===== src/sv/stb_pkg.sv =====
`default_nettype none

package stb_pkg;

  localparam int NUM_CHANNELS_DEF = 8;
  localparam int MAX_RESULTS      = 8;
  localparam int RES_CNT_W        = 4;
  localparam int PERIOD_W         = 16;
  localparam int CHAN_W           = 3;
  localparam int KIND_W           = 3;

  // command codes as seen on in_kind
  typedef enum logic [KIND_W-1:0] {
    KIND_TICK   = 3'd0,
    KIND_ALLOC  = 3'd1,
    KIND_FREE   = 3'd2,
    KIND_START1 = 3'd3,
    KIND_STARTP = 3'd4,
    KIND_STOP   = 3'd5
  } kind_t;

  // classified operation carried through the queue
  typedef enum logic [2:0] {
    OP_TICK,
    OP_ALLOC,
    OP_FREE,
    OP_START,
    OP_STOP
  } op_t;

  typedef struct packed {
    op_t                 op;
    logic                periodic;
    logic [CHAN_W-1:0]   channel;
    logic [PERIOD_W-1:0] period;
  } cmd_t;

  typedef struct packed {
    logic full;
    logic empty;
  } q_status_t;

  typedef enum logic [1:0] {
    BK_IDLE,
    BK_SCAN,
    BK_FLUSH
  } back_state_t;

endpackage

`default_nettype wire


===== src/sv/stb_front.sv =====
`default_nettype none

module stb_front #(
  parameter int NUM_CHANNELS = stb_pkg::NUM_CHANNELS_DEF
) (
  input  wire logic                          start,
  input  wire logic [stb_pkg::KIND_W-1:0]    in_kind,
  input  wire logic [stb_pkg::CHAN_W-1:0]    in_channel,
  input  wire logic [stb_pkg::PERIOD_W-1:0]  in_period,
  input  wire stb_pkg::q_status_t            q_stat,
  output logic                               busy,
  output logic                               push,
  output stb_pkg::cmd_t                      cmd
);

  logic accept;
  logic in_range;
  logic keep;

  assign busy     = q_stat.full;
  assign accept   = start && !q_stat.full;
  assign in_range = (32'(in_channel) < NUM_CHANNELS);
  assign push     = accept && keep;

  // unused kinds and out of range channels are dropped here
  always_comb begin
    cmd.op       = stb_pkg::OP_TICK;
    cmd.periodic = 1'b0;
    cmd.channel  = in_channel;
    cmd.period   = in_period;
    keep         = 1'b0;
    case (stb_pkg::kind_t'(in_kind))
      stb_pkg::KIND_TICK: begin
        cmd.op = stb_pkg::OP_TICK;
        keep   = 1'b1;
      end
      stb_pkg::KIND_ALLOC: begin
        cmd.op = stb_pkg::OP_ALLOC;
        keep   = 1'b1;
      end
      stb_pkg::KIND_FREE: begin
        cmd.op = stb_pkg::OP_FREE;
        keep   = in_range;
      end
      stb_pkg::KIND_START1: begin
        cmd.op = stb_pkg::OP_START;
        keep   = in_range;
      end
      stb_pkg::KIND_STARTP: begin
        cmd.op       = stb_pkg::OP_START;
        cmd.periodic = 1'b1;
        keep         = in_range;
      end
      stb_pkg::KIND_STOP: begin
        cmd.op = stb_pkg::OP_STOP;
        keep   = in_range;
      end
      default: begin
        keep = 1'b0;
      end
    endcase
  end

endmodule

`default_nettype wire


===== src/sv/stb_queue.sv =====
`default_nettype none

module stb_queue (
  input  wire logic               clk,
  input  wire logic               rst_n,
  input  wire logic               push,
  input  wire stb_pkg::cmd_t      push_cmd,
  input  wire logic               pop,
  output stb_pkg::cmd_t           head,
  output stb_pkg::q_status_t      q_stat
);

  stb_pkg::cmd_t mem_r [2];
  logic          wr_ptr_r, wr_ptr_nxt;
  logic          rd_ptr_r, rd_ptr_nxt;
  logic [1:0]    cnt_r, cnt_nxt;

  assign head         = mem_r[rd_ptr_r];
  assign q_stat.full  = (cnt_r == 2'd2);
  assign q_stat.empty = (cnt_r == 2'd0);

  always_comb begin
    wr_ptr_nxt = push ? !wr_ptr_r : wr_ptr_r;
    rd_ptr_nxt = pop  ? !rd_ptr_r : rd_ptr_r;
    cnt_nxt    = cnt_r + 2'(push) - 2'(pop);
  end

  always_ff @(posedge clk) begin
    if (!rst_n) begin
      wr_ptr_r <= 1'b0;
      rd_ptr_r <= 1'b0;
      cnt_r    <= 2'd0;
    end else begin
      wr_ptr_r <= wr_ptr_nxt;
      rd_ptr_r <= rd_ptr_nxt;
      cnt_r    <= cnt_nxt;
    end
  end

  always_ff @(posedge clk) begin
    if (push) begin
      mem_r[wr_ptr_r] <= push_cmd;
    end
  end

endmodule

`default_nettype wire


===== src/sv/stb_back.sv =====
`default_nettype none

module stb_back #(
  parameter int NUM_CHANNELS = stb_pkg::NUM_CHANNELS_DEF
) (
  input  wire logic                         clk,
  input  wire logic                         rst_n,
  input  wire stb_pkg::cmd_t                cmd,
  input  wire stb_pkg::q_status_t           q_stat,
  output logic                              pop,
  output logic                              out_strobe,
  output logic [stb_pkg::CHAN_W-1:0]        out_channel_out,
  output logic                              out_fired,
  output logic                              out_granted,
  output logic                              out_last
);

  localparam int IDX_W  = (NUM_CHANNELS > 1) ? $clog2(NUM_CHANNELS) : 1;
  localparam int SCAN_W = IDX_W + 1;
  localparam int CW     = stb_pkg::CHAN_W;
  localparam int PW     = stb_pkg::PERIOD_W;
  localparam int RW     = stb_pkg::RES_CNT_W;

  stb_pkg::back_state_t state_r, state_nxt;

  logic [NUM_CHANNELS-1:0] running_r, running_nxt;
  logic [NUM_CHANNELS-1:0] periodic_r, periodic_nxt;
  logic [NUM_CHANNELS-1:0] allocated_r, allocated_nxt;

  logic [SCAN_W-1:0] scan_r, scan_nxt;
  logic [IDX_W-1:0]  vis_idx_r, vis_idx_nxt;
  logic              hold_vld_r, hold_vld_nxt;
  logic [CW-1:0]     hold_ch_r, hold_ch_nxt;
  logic [RW-1:0]     cnt_r, cnt_nxt;

  logic          out_strobe_r, out_strobe_nxt;
  logic [CW-1:0] out_ch_r, out_ch_nxt;
  logic          out_fired_r, out_fired_nxt;
  logic          out_granted_r, out_granted_nxt;
  logic          out_last_r, out_last_nxt;

  // countdown and reload stores, one read and one write port each
  logic [PW-1:0]    rem_mem [NUM_CHANNELS];
  logic [PW-1:0]    rel_mem [NUM_CHANNELS];
  logic [PW-1:0]    rem_q, rel_q;
  logic [IDX_W-1:0] rd_addr, wr_addr;
  logic             rem_we, rel_we;
  logic [PW-1:0]    rem_wd, rel_wd;

  logic [IDX_W+CW-1:0] cmd_ch_ext;
  logic [IDX_W-1:0]    cmd_idx;
  logic [IDX_W+CW-1:0] free_ext;
  logic [IDX_W+CW-1:0] vis_ext;
  logic [IDX_W-1:0]    scan_idx;
  logic                scan_done;
  logic                free_found;
  logic [IDX_W-1:0]    free_idx;

  assign cmd_ch_ext = {{IDX_W{1'b0}}, cmd.channel};
  assign cmd_idx    = cmd_ch_ext[IDX_W-1:0];
  assign free_ext   = {{CW{1'b0}}, free_idx};
  assign vis_ext    = {{CW{1'b0}}, vis_idx_r};
  assign scan_idx   = scan_r[IDX_W-1:0];
  assign scan_done  = (scan_r == SCAN_W'(NUM_CHANNELS));

  // lowest channel not allocated
  always_comb begin
    free_found = 1'b0;
    free_idx   = '0;
    for (int i = NUM_CHANNELS - 1; i >= 0; i--) begin
      if (!allocated_r[i]) begin
        free_found = 1'b1;
        free_idx   = IDX_W'(i);
      end
    end
  end

  always_comb begin
    state_nxt = state_r;
    case (state_r)
      stb_pkg::BK_IDLE: begin
        if (!q_stat.empty && cmd.op == stb_pkg::OP_TICK) begin
          state_nxt = stb_pkg::BK_SCAN;
        end
      end
      stb_pkg::BK_SCAN: begin
        if (scan_done) begin
          state_nxt = stb_pkg::BK_FLUSH;
        end
      end
      stb_pkg::BK_FLUSH: begin
        state_nxt = stb_pkg::BK_IDLE;
      end
      default: begin
        state_nxt = stb_pkg::BK_IDLE;
      end
    endcase
  end

  always_comb begin
    pop             = 1'b0;
    running_nxt     = running_r;
    periodic_nxt    = periodic_r;
    allocated_nxt   = allocated_r;
    scan_nxt        = scan_r;
    vis_idx_nxt     = vis_idx_r;
    hold_vld_nxt    = hold_vld_r;
    hold_ch_nxt     = hold_ch_r;
    cnt_nxt         = cnt_r;
    out_strobe_nxt  = 1'b0;
    out_ch_nxt      = '0;
    out_fired_nxt   = 1'b0;
    out_granted_nxt = 1'b0;
    out_last_nxt    = 1'b0;
    rd_addr         = '0;
    wr_addr         = cmd_idx;
    rem_we          = 1'b0;
    rel_we          = 1'b0;
    rem_wd          = cmd.period;
    rel_wd          = cmd.period;
    case (state_r)
      stb_pkg::BK_IDLE: begin
        if (!q_stat.empty) begin
          pop = 1'b1;
          case (cmd.op)
            stb_pkg::OP_TICK: begin
              scan_nxt     = SCAN_W'(1);
              vis_idx_nxt  = '0;
              rd_addr      = '0;
              cnt_nxt      = '0;
              hold_vld_nxt = 1'b0;
            end
            stb_pkg::OP_ALLOC: begin
              out_strobe_nxt = 1'b1;
              out_last_nxt   = 1'b1;
              if (free_found) begin
                allocated_nxt[free_idx] = 1'b1;
                running_nxt[free_idx]   = 1'b0;
                out_granted_nxt         = 1'b1;
                out_ch_nxt              = free_ext[CW-1:0];
              end
            end
            stb_pkg::OP_FREE: begin
              allocated_nxt[cmd_idx] = 1'b0;
            end
            stb_pkg::OP_START: begin
              rem_we                = 1'b1;
              rel_we                = 1'b1;
              running_nxt[cmd_idx]  = 1'b1;
              periodic_nxt[cmd_idx] = cmd.periodic;
            end
            stb_pkg::OP_STOP: begin
              running_nxt[cmd_idx] = 1'b0;
            end
            default: begin
            end
          endcase
        end
      end
      stb_pkg::BK_SCAN: begin
        // read the next channel while this one is worked on
        if (!scan_done) begin
          rd_addr     = scan_idx;
          vis_idx_nxt = scan_idx;
          scan_nxt    = scan_r + SCAN_W'(1);
        end
        wr_addr = vis_idx_r;
        if (running_r[vis_idx_r]) begin
          if (rem_q != '0) begin
            rem_we = 1'b1;
            rem_wd = rem_q - PW'(1);
          end else begin
            // a fire is held back in the hold register so the final one can be marked
            if (cnt_r < RW'(stb_pkg::MAX_RESULTS)) begin
              cnt_nxt      = cnt_r + RW'(1);
              hold_vld_nxt = 1'b1;
              hold_ch_nxt  = vis_ext[CW-1:0];
              if (hold_vld_r) begin
                out_strobe_nxt = 1'b1;
                out_ch_nxt     = hold_ch_r;
                out_fired_nxt  = 1'b1;
              end
            end
            if (periodic_r[vis_idx_r]) begin
              rem_we = 1'b1;
              rem_wd = rel_q;
            end else begin
              running_nxt[vis_idx_r] = 1'b0;
            end
          end
        end
      end
      stb_pkg::BK_FLUSH: begin
        hold_vld_nxt = 1'b0;
        if (hold_vld_r) begin
          out_strobe_nxt = 1'b1;
          out_ch_nxt     = hold_ch_r;
          out_fired_nxt  = 1'b1;
          out_last_nxt   = 1'b1;
        end
      end
      default: begin
      end
    endcase
  end

  always_ff @(posedge clk) begin
    if (!rst_n) begin
      state_r      <= stb_pkg::BK_IDLE;
      running_r    <= '0;
      periodic_r   <= '0;
      allocated_r  <= '0;
      scan_r       <= '0;
      hold_vld_r   <= 1'b0;
      cnt_r        <= '0;
      out_strobe_r <= 1'b0;
    end else begin
      state_r      <= state_nxt;
      running_r    <= running_nxt;
      periodic_r   <= periodic_nxt;
      allocated_r  <= allocated_nxt;
      scan_r       <= scan_nxt;
      hold_vld_r   <= hold_vld_nxt;
      cnt_r        <= cnt_nxt;
      out_strobe_r <= out_strobe_nxt;
    end
  end

  always_ff @(posedge clk) begin
    vis_idx_r     <= vis_idx_nxt;
    hold_ch_r     <= hold_ch_nxt;
    out_ch_r      <= out_ch_nxt;
    out_fired_r   <= out_fired_nxt;
    out_granted_r <= out_granted_nxt;
    out_last_r    <= out_last_nxt;
  end

  always_ff @(posedge clk) begin
    if (rem_we) begin
      rem_mem[wr_addr] <= rem_wd;
    end
    if (rel_we) begin
      rel_mem[wr_addr] <= rel_wd;
    end
    rem_q <= rem_mem[rd_addr];
    rel_q <= rel_mem[rd_addr];
  end

  assign out_strobe      = out_strobe_r;
  assign out_channel_out = out_ch_r;
  assign out_fired       = out_fired_r;
  assign out_granted     = out_granted_r;
  assign out_last        = out_last_r;

endmodule

`default_nettype wire


===== src/sv/soft_timer_bank.sv =====
// channel   ports                                        beat taken when
// command   start busy in_kind in_channel in_period      start && !busy at clk rise
// result    out_strobe out_channel_out out_fired         out_strobe high, one cycle
//           out_granted out_last
//
// a tick in the back end is issued, then sweeps one channel a cycle through
// the read port of the countdown store, then flushes the held fire
// allocate, free, start and stop are each handled in the back end's idle state
// results leave the back end through output registers, at most one a cycle
// busy rises only while the two-entry command queue is full
// reset is synchronous and clears all flags at once: no clearing pass
// the result side cannot stall: every strobed beat is taken
`default_nettype none

module soft_timer_bank #(
  parameter int NUM_CHANNELS = stb_pkg::NUM_CHANNELS_DEF
) (
  input  wire logic                          clk,
  input  wire logic                          rst_n,
  input  wire logic                          start,
  output logic                               busy,
  input  wire logic [stb_pkg::KIND_W-1:0]    in_kind,
  input  wire logic [stb_pkg::CHAN_W-1:0]    in_channel,
  input  wire logic [stb_pkg::PERIOD_W-1:0]  in_period,
  output logic                               out_strobe,
  output logic [stb_pkg::CHAN_W-1:0]         out_channel_out,
  output logic                               out_fired,
  output logic                               out_granted,
  output logic                               out_last
);

  // front to queue
  logic               push;
  stb_pkg::cmd_t      push_cmd;
  // queue to back
  logic               pop;
  stb_pkg::cmd_t      head;
  stb_pkg::q_status_t q_stat;

  // classifies each command beat and drops those that do nothing
  stb_front #(
    .NUM_CHANNELS (NUM_CHANNELS)
  ) u_front (
    .start      (start),
    .in_kind    (in_kind),
    .in_channel (in_channel),
    .in_period  (in_period),
    .q_stat     (q_stat),
    .busy       (busy),
    .push       (push),
    .cmd        (push_cmd)
  );

  // short queue so the front can still take commands during a tick sweep until it fills
  stb_queue u_queue (
    .clk      (clk),
    .rst_n    (rst_n),
    .push     (push),
    .push_cmd (push_cmd),
    .pop      (pop),
    .head     (head),
    .q_stat   (q_stat)
  );

  // channel state, countdown stores and the tick sweep
  stb_back #(
    .NUM_CHANNELS (NUM_CHANNELS)
  ) u_back (
    .clk             (clk),
    .rst_n           (rst_n),
    .cmd             (head),
    .q_stat          (q_stat),
    .pop             (pop),
    .out_strobe      (out_strobe),
    .out_channel_out (out_channel_out),
    .out_fired       (out_fired),
    .out_granted     (out_granted),
    .out_last        (out_last)
  );

endmodule

`default_nettype wire


===== config.mk =====
export PLATFORM = sky130hd
export DESIGN_NAME = soft_timer_bank
export DESIGN_NICKNAME = d
export VERILOG_FILES = /design/src/sv/stb_pkg.sv /design/src/sv/stb_front.sv /design/src/sv/stb_queue.sv /design/src/sv/stb_back.sv /design/src/sv/soft_timer_bank.sv
export SDC_FILE = /design/constraint.sdc
export NUM_CORES = 1
export LEC_CHECK = 0
export BUFFER_PORTS_ARGS = -buffer_cell sky130_fd_sc_hd__buf_2
export CAP_MARGIN = 20
export CORE_MARGIN = 10
export CORE_UTILIZATION = 28
export DETAILED_ROUTE_END_ITERATION = 8
export MAX_ROUTING_LAYER = met4
export SETUP_SLACK_MARGIN = 0.4
export SYNTH_ARGS = -nofsm -noshare
export SYNTH_HDL_FRONTEND = slang
export SYNTH_SLANG_ARGS = --single-unit

===== constraint.sdc =====
create_clock -name clk -period 6.25 [get_ports clk]
set_clock_uncertainty 0.1 [all_clocks]
set_input_delay 0.625 -clock clk [delete_from_list [all_inputs] [get_ports clk]]
set_output_delay 0.625 -clock clk [all_outputs]
set_load 0.02 [all_outputs]

[Yosys cells after proc, flatten, opt, wreduce, memory -nomap -nowiden]
Memories as Yosys holds them, arrays and structs flattened. A register that Yosys moved wholly into a read port is not among the register bits.
Index checks and enable logic that the tools add are counted.
Word-level totals
  output and inout bits: 8
  register bits after elaboration: 52
  memory bits (writable): 302
  memories kept: 3
Operators by class
  reduce and logical (&&, ||, !) cells: 29
  magnitude comparators: 7
  $add $sub $neg: 5
  equality and inequality tests: 25
  bitwise gates (word level): 13
  multiplexer cells: 104
Memory list
  u_back.rel_mem: depth 8, bits a word 16, rd ports 1, clocked after Yosys merged registers in 1, wr ports 1, RTL line stb_back.sv:44  | logic [PW-1:0] rel_mem [NUM_CHANNELS];
  u_back.rem_mem: depth 8, bits a word 16, rd ports 1, clocked after Yosys merged registers in 1, wr ports 1, RTL line stb_back.sv:43  | logic [PW-1:0] rem_mem [NUM_CHANNELS];
  u_queue.mem_r: depth 2, bits a word 23, rd ports 1, clocked after Yosys merged registers in 1, wr ports 1, RTL line stb_queue.sv:13  | stb_pkg::cmd_t mem_r [2];
Operators with widths (count)
  2-to-1 mux 16 bit: 4
  2-to-1 mux 3 bit: 21
  2-to-1 mux 8 bit: 6
  2-to-1 mux 1 bit: 43
  bitwise AND 8 bit: 4
  2-to-1 mux 4 bit: 8
  one-hot mux 8 bit (2 select lines): 2
  NOT 8 bit: 3
  one-hot mux 8 bit (3 select lines): 1
  OR 8 bit: 2
  one-hot mux 4 bit (2 select lines): 2
  nonzero test 16 bit: 1
  subtractor 16 x 1 -> 16 bit (second input constant): 1
  == test 3 x 2 -> 1 bit (second input constant): 4
  less-than comparator 3 x 4 -> 1 bit (second input constant): 3
  inequality test 2 x 1 -> 1 bit (second input constant): 6
  one-hot mux 3 bit (4 select lines): 1
  AND reduction 4 bit: 3
  AND reduction 6 bit: 2
  demux 1 bit (select 3 bit): 3
  == test 3 bit (second input constant): 3
  >= comparator 3 x 1 -> 1 bit (second input constant): 3
  one-hot mux 3 bit (3 select lines): 1
  adder 4 x 1 -> 4 bit (second input constant): 2
  30 further kinds: 54

[Depth between registers and ports, before layout]
Gate-level depths: netlist of run 1.
  depth in word-level cells: 18
  mapped depth: 10
  depth with buffers taken out: 10

[Modules after synthesis]
From an unflattened synthesis of run 1, not the netlist that was laid out.
Second synthesis, totals
  cell total of the unflattened synthesis: 1158
  area, all modules: 15975.3 um2
By module, submodules not included
  stb_back: seq. area each 9349.0 um2, area each 13888.3 um2, times used 1, cells an instance 1037
  stb_queue: seq. area each 1481.4 um2, area each 1888.1 um2, times used 1, cells an instance 92
  stb_front: seq. area each 0.0 um2, area each 198.9 um2, times used 1, cells an instance 29

[Worst setup path before layout of run 1]
No wires, ideal clock.
  path kind: reg2reg
  from: register u_back.vis_idx_r[2]
  to: memory u_back.rem_mem[1][0] (netlist bit) (enable)
  arrival: 2.885 ns
  period minus slack after synthesis: 3.399 ns
  setup time: 0.414 ns
  slack: 2.851 ns
  stages on the path, launching flop included: 8
  path buffers: 3
  cell sequence: edfxtp_1 > buf_2 > o32ai_1 > o31ai_2 > buf_2 > o21bai_1 > buf_2 > a211oi_1
On the way
  longest elaborated chain between the ends: 8
  elaborated cells on any way between the ends: 11
  those cells by class: mux: 11
Ends and longest elaborated chain
  start: declaration: RTL line stb_back.sv:31  | logic [IDX_W-1:0] vis_idx_r, vis_idx_nxt;
  start signal: assignment: RTL line stb_back.sv:230  | vis_idx_r <= vis_idx_nxt;
  binary-select mux 1 bit (select 3 bit): RTL line stb_back.sv:184  | if (periodic_r[vis_idx_r]) begin
  2-to-1 mux 1 bit (not written as such): RTL line stb_back.sv:184
  2-to-1 mux 1 bit: RTL line stb_back.sv:184
  2-to-1 mux 1 bit: RTL line stb_back.sv:169  | if (rem_q != '0) begin
  2-to-1 mux 1 bit: RTL line stb_back.sv:168  | if (running_r[vis_idx_r]) begin
  one-hot mux 1 bit (2 select lines): RTL line stb_back.sv:121  | case (state_r)
  2-to-1 mux 1 bit: RTL line stb_back.sv:239  | if (rem_we) begin
  2-to-1 mux 1 bit (not written as such): RTL line stb_back.sv:240  | rem_mem[wr_addr] <= rem_wd;
  end: declaration: RTL line stb_back.sv:43
Parallel ways exist; a longest one is shown, timed or not. The select of a mux whose other input is x is not followed.

[Worst setup path after layout of run 1]
  from: register u_back.state_r[1]
  to: register u_back.rem_q[15], read port of u_back.rem_mem
On the way
  longest elaborated chain between the ends: 2
Ends and longest elaborated chain
  start: declaration: RTL line stb_back.sv:24  | stb_pkg::back_state_t state_r, state_nxt;
  start signal: assignment: RTL line stb_back.sv:209  | state_r <= stb_pkg::BK_IDLE;
  start signal: assignment: RTL line stb_back.sv:218  | state_r <= state_nxt;
  == test 2 x 1 -> 1 bit: RTL line stb_back.sv:121
  2-to-1 mux 3 bit
  end: declaration: RTL line stb_back.sv:45  | logic [PW-1:0] rem_q, rel_q;
No other way between the ends.
A chain may end at the register's enable or synchronous reset.

==> out/summary.txt, run 1 <==
Clock Pin Slew Worst Setup and Hold Paths: 0.06 ns
Period utilization: 57.5%
Max cap viols: 0
Post-synth net total: 1200
CTS sink count: 387
Most used cell along the critical path: buf_4
Slew @ Worst Pin: 0.996 ns
Worst path cell trace: inv_1 -> ha_1 -> buf_4 -> nand2_1 -> buf_4 -> inv_2 -> nand2_2 -> buf_4 -> mux4_2 -> nor2_1 -> a31oi_1
Final #Nets: 1234
Syn Inst Count: 1164
I/O Buffers: 32
Combinational share of power: 13.9%
Top delay family on crit path: buffers and inverters
Hpwl dp: 22600 um
GRT Overall Usage: 11.0%
Syn Std Cell Area: 0.0162 sq mm
Buf/Inv on CP: 5
Number of synthesized flops with an enable pin: 308
Max Used Layer: met4
Die H: 261 um
M1 WL: 17000 um
RSZ-0062 raised after global routing: false
WS Path Type: flop to flop
Final setup fails: 0
Fillers: 5631
Htree depth: 2
WL/cell: 18.4 um
Design area: 0.0186 sq mm
Die width: 261 um
Post-CTS Setup Repair Bufs: 0
Largest net degree at the start of global routing: 67
Via count: 9897
Drt via density: 4.96
CP max-delay cell: nand2_2
DR pass1 iterations: 5
Core area: 0.0575 sq mm
Sequential share of power: 48.8%
CTS buffer count: 39
Max clock buf depth: 3
Rows: 88
Final hold violation count: 0
Setup_tns: 0 ns
IO Count: 33
Post-DP Area: 0.0173 sq mm
Initial antenna violation count: 1
DR WL met3: 1710 um
Final Routed Wirelength: 36700 um
Metal2 WL: 17200 um
Clock Latency Late Sink: 0.56 ns
Antenna Violating Nets Remaining: 0
Min Tclk post-route: 3.60 ns
CTS tree: yes
Status: finished clean
Synth cell types: 78
Leak: 5.85 nW
Sequential share of the synthesized area: 66.9%
Pwr per Cell Area: 343 mW/mm^2
Residual DRC: 0
Post-synth top cells: edfxtp_1, nor2_1, dfxtp_1, o211ai_1, or3_1
RD Place Congestion: 0.855
Synth top area share: 57.1%
Syn avg cell area: 13.9 sq um
CP max FO: 65
Total internal power: 0.00469 W
Arrival time worst endpoint: 3.89 ns
Fin. max-slew vios: 0
Post-synth ARST share: 0%
Synth Flop Type: edfxtp_1
Initial core utilization: 28.2%
Clk root buf: clkbuf_16
Slowest cell delay on critical path: 0.54 ns
Synth area leaders: edfxtp_1, dfxtp_1, mux4_2
Post-CTS Resized: 0
Total grt overflow: 0
Maximum vdd drop: 0.206 mV
Psw: 0.00169 W
Sw Share: 26.5%
Startpoint Class: flop
Flops & latches, synth: 387
Iter 0 DRT Violations: 868
HP Class: primary input to flop
Layout cells sized above 1: 16.4%
CP endpoint kind: flop
Clk pwr share: 37.3%
Vias in the first global route: 9775
Worst EP required: 6.54 ns
Hold_buf cts: 0
Slew headroom: 33.5%
Dominant cell type by area after synthesis: edfxtp_1
Die area: 0.0679 sq mm
Area Growth Syn to Fin: 15.0%
Synth warnings: 0
Fmax: 0.278 GHz
First-pass GRT wire length: 58000 um
Most common cell in the netlist: edfxtp_1
==> per-stage QoR <==
step	instances	setup slack [ns]	utilization (%)	total power (W)	hold WS, ns
finish	1995	2.65	32.4	0.00638	0.155
global route	1995	2.25	32.4	0.00665	0.145
CTS	1994	2.55	32.4	0.00643	0.141
detailed placement	1922	2.55	30.1	0.00405	0.341
global placement	1922	2.67	30.1	0.00403	0.345
floorplan	1164	2.85	-	0.00376	0.321
==> layout by cell type, fill, tap and decap left out, drive strengths merged, types with 8 or more instances in the layout <==
master	Yosys	routed
inv	25	28
buf	23	61
dfxtp	79	79
ha	11	11
nor2	82	82
a31oi	38	38
or3	70	70
clkbuf	45	55
a211oi	12	12
mux2	19	19
mux2i	13	13
nand2	58	58
edfxtp	308	308
xor2	9	9
o2bb2ai	16	16
a22oi	11	11
nor3	11	11
a21oi	41	41
o211ai	72	72
nand3	20	20
nand2b	11	11
nor3b	8	8
o21ai	35	35
mux4	32	32
==> worst reg2reg max path, cell delays in order, from the launching register on <==
cell and delay [ns]:
dfxtp_1 0.36, inv_1 0.09, ha_1 0.18, buf_4 0.25, nand2_1 0.10, buf_4 0.52
inv_2 0.09, nand2_2 0.54, buf_4 0.47, mux4_2 0.55, nor2_1 0.12, a31oi_1 0.06
==> power groups by stage <==
| stage | Clock, W | Sequential [W] | Combinational (W) |
|---|---|---|---|
| 2_1_floorplan | 0 | 0.00313 | 0.000633 |
| 3_3_place_gp | 0 | 0.00317 | 0.000862 |
| 4_1_cts | 0.00243 | 0.00312 | 0.000889 |
| 3_5_place_dp | 0 | 0.00317 | 0.000885 |
| 6_report | 0.00238 | 0.00312 | 0.000887 |
| 5_1_grt | 0.00254 | 0.00313 | 0.000985 |
==> kinds of logic after synthesis <==
logic type                 count (synthesis)  synth area share [%]
muxes                                     64                  6.57
buffers and inverters                     94                  2.32
AOI/OAI and AO/OA                        279                  12.0
and+or+nand+nor                          313                  10.6
xor gates and xnor gates                  16                 0.865
DFF                                      387                  66.9
adders and majority gates                 11                 0.850
==> layout make-up <==
type / instances / area, sq um / area share, %
diodes: 1 / 2.50 / 0.0134
repair buffers: 61 / 378 / 2.03
well taps: 765 / 957 / 5.14
multi-input cells: 683 / 5040 / 27.1
inverters: 26 / 97.6 / 0.524
clock inverters: 17 / 248 / 1.33
flip-flops and latches: 387 / 10800 / 58.2
clock buffers: 55 / 1070 / 5.72
==> path summary, 6_finish.rpt <==
check | from | end | slack (ns) | cells after the start
setup / recovery | u_back.state_r[1] | u_back.rem_q[15] | 2.65 | 11
hold / removal | in_period[9] | u_queue.mem_r[0][9] | 0.15 | 1
setup reg to reg | u_back.state_r[1] | u_back.rem_q[15] | 2.65 | 11
hold reg to reg | u_back.running_r[2] | u_back.running_r[2] | 0.36 | 2
==> layer usage <==
layer	vias up	track usage (%)
met5	-	-
met4	0	3.47
met3	50	1.47
met2	271	17.4
met1	4918	14.6
li1	4658	-
==> sequential cells by signal, indices dropped and copies added (netlist names), 3 cells and up, named ones only <==
| name | count |
|---|---|
| u_back.rel_mem | 128 |
| u_back.rem_mem | 128 |
| u_queue.mem_r | 46 |
| u_back.rel_q | 16 |
| u_back.rem_q | 16 |
| u_back.allocated_r | 8 |
| u_back.periodic_r | 8 |
| u_back.running_r | 8 |
| u_back.cnt_r | 4 |
| u_back.scan_r | 4 |
| u_back.hold_ch_r | 3 |
| u_back.out_channel_out | 3 |
| u_back.vis_idx_r | 3 |
(Power assumes the default switching activity.)
==> run 2: changes to the inputs <==
==> constraint.sdc (replaced) <==
create_clock -name clk -period 3.4 [get_ports clk]
set_clock_uncertainty 0.1 [all_clocks]
set_input_delay 0.34 -clock clk [delete_from_list [all_inputs] [get_ports clk]]
set_output_delay 0.34 -clock clk [all_outputs]
set_load 0.02 [all_outputs]
==> run 2 against run 1 <==
Compared with the run above: core utilization up 0.58 points; critical path type unchanged; critical endpoint is now u_back.rem_mem[3][10]; sequential share of layout area down 1.0 points; largest cell class unchanged; setup slack worse by 2.1 ns; total power up 85%; global-route usage up 0.40 points; non-clock buffer count up 30; combinational power up 96%; critical path depth down 5; cell count up 1.6%; cell area up 1.8%; clock power up 82%; worst hold slack worse by 0.083 ns.
==> out/summary.txt, run 2 (synthesis results as in run 1) <==
Maximum vdd drop: 0.425 mV (+110%)
Final hold violation count: 0 (unchanged)
Clock Pin Slew Worst Setup and Hold Paths: 0.06 ns (about the same)
Hold path cells: 2 (+1)
CP endpoint kind: flop
Area Growth Syn to Fin: 17.1%
Source of the critical timing path: u_back.vis_idx_r[1]
Post-DP Area: 0.0174 sq mm (+0.72%)
Slew headroom: 43.6% (+10 points)
Layer carrying the most global-route usage: met2
Min Tclk post-route: 2.83 ns (-0.767 ns)
Finished Core Util: 33.0% (+0.58 points)
Die area: 0.0679 sq mm (unchanged)
Pwr per Cell Area: 621 mW/mm^2 (+81%)
Fin. max-slew vios: 0 (unchanged)
Clk root buf: clkbuf_16
Iter 0 DRT Violations: 721 (-17%)
Hpwl dp: 23900 um (+5.8%)
Design area: 0.0190 sq mm (+1.8%)
Cell Count Post-Placement: 1932 (+0.52%)
Die width: 261 um (unchanged)
Largest net degree at the start of global routing: 65 (-3.0%)
I/O Buffers: 32 (unchanged)
Fillers: 5624 (-0.12%)
GRT Overall Usage: 11.4% (+0.40 points)
Initial antenna violation count: 2 (+1)
Residual DRC: 0 (unchanged)
Leak: 6.01 nW (+2.7%)
Status: finished clean
First-pass GRT wire length: 59400 um (+2.5%)
R2R Path Start: u_back.vis_idx_r[1]
Sequential Area: 0.0108 sq mm (unchanged)
CTS buffer count: 41 (+5.1%)
Max cap viols: 0 (unchanged)
Startpoint Class: flop
CTS tree: yes
Clock Latency Late Sink: 0.57 ns (about the same)
Worst R2R Path Depth: 6 (-5)
Biggest regs: u_back.rel_mem x128, u_back.rem_mem x128, u_queue.mem_r x46
Hold path start: in_kind[0]
M3 GR Usage: 1.50% (+0.029 points)
IO Count: 33 (unchanged)
Slew @ Worst Pin: 0.845 ns (-0.152 ns)
Antenna Violating Nets Remaining: 0 (unchanged)
Most frequent cells in the layout: edfxtp_1, nor2_1, dfxtp_1
Period utilization: 83.2% (+26 points)
RSZ-0062 raised after global routing: false
Initial core utilization: 28.2% (unchanged)
RD Place Congestion: 0.887 (+3.7%)
Die H: 261 um (unchanged)
R2R setup slack: 0.57 ns (-2.08 ns)
Via count: 10129 (+2.3%)
Htree depth: 2 (unchanged)
CTS sink count: 387 (unchanged)
Met2 Use GR: 18.4% (+0.99 points)
Worst EP required: 3.52 ns (-3.02 ns)
RR Endpoint: u_back.rem_mem[3][10]
Final setup fails: 0 (unchanged)
Total grt overflow: 0 (unchanged)
Core area: 0.0575 sq mm (unchanged)
Met1 usage: 14.9% (+0.27 points)
Vias in the first global route: 10089 (+3.2%)
Setup_tns: 0 ns (unchanged)
Most common cell after layout, fill and taps aside: edfxtp_1
Arrival time worst endpoint: 2.95 ns (-0.94 ns)
HP Class: primary input to flop
Hold EP: u_queue.mem_r[1][22]
CP max FO: 21 (-68%)
Max clock buf depth: 3 (unchanged)
Fmax: 0.354 GHz (+27%)
Layout cells sized above 1: 16.7% (+0.30 points)
Fin Hold WS: 0.0715 ns (-0.0834 ns)
Final Routed Wirelength: 38400 um (+4.6%)
Drt via density: 5.00 (+0.73%)
Area of the multi-input gates: 0.00504 sq mm (unchanged)
Final #Nets: 1266 (+2.6%)
WL/cell: 18.9 um (+2.9%)
WS Path Type: flop to flop
Rows: 88 (unchanged)
Finished Layout Cells: 2027 (+1.6%)
DR pass1 iterations: 5 (unchanged)
[run 2: cell count changes in the layout (fill, tap and decap cells not counted), moves of 3 or more]
cell and delta:
clkinv_2 +3, buf_4 +6, clkbuf_1 -4, clkinv_1 +8, dlygate4sd3_1 +19, buf_12 +5
[run 2: worst max-delay path by stage]
stage | endpoint | slack [ns] | cells after the start
finish | u_back.rem_mem[3][10] | 0.57 | 6
global route | u_back.out_strobe | 0.45 | 6
CTS | u_back.rem_mem[3][10] | 0.49 | 7
detailed placement | u_back.rem_mem[3][8] | 0.54 | 7
global placement | u_back.rem_mem[4][8] | 0.60 | 7
floorplan | u_back.rem_mem[1][0] | 0.0007 | 7
[run 2: per-stage QoR]
stage          total power (W)  setup slack (ns)
2_1_floorplan          0.00692          0.000722
3_3_place_gp           0.00746             0.604
3_5_place_dp           0.00751             0.540
4_1_cts                 0.0119             0.493
5_1_grt                 0.0123             0.450
6_report                0.0118             0.571
[run 2: final cells by class]
type | instances | area share, %
repair buffers | 91 | 3.76
diodes | 1 | 0.0132
multi-input cells | 683 | 26.6
flip-flops and latches | 387 | 57.1
clock inverters | 23 | 1.25
clock buffers | 51 | 5.66
inverters | 26 | 0.515
well taps | 765 | 5.05
[run 2: critical path, cell delays in order (launching register included)]
cell and delay (ns):
edfxtp_1 0.60, o32ai_1 0.65, o31ai_2 0.13, o21bai_2 0.20, buf_4 0.23, a211oi_2 0.23, buf_4 0.34
[run 2: per-layer routing]
layer | routed length, um | vias up
li1 | - | 4706
met1 | 17300 | 5086
met2 | 18300 | 272
met3 | 1830 | 65
met4 | 899 | 0
met5 | 0 | -
[run 2: where the power goes]
part	internal (W)	switching [W]	total [W]
logic	0.000585	0.00115	0.00174
registers	0.00557	0.000142	0.00572
clock network	0.00249	0.00183	0.00433
[run 2: timing repair]
action	CTS	global route
hold buffers	19	0
hold endpoints to repair	38	0
buffers inserted	0	1
setup endpoints to repair	0	257
resized for setup	0	1
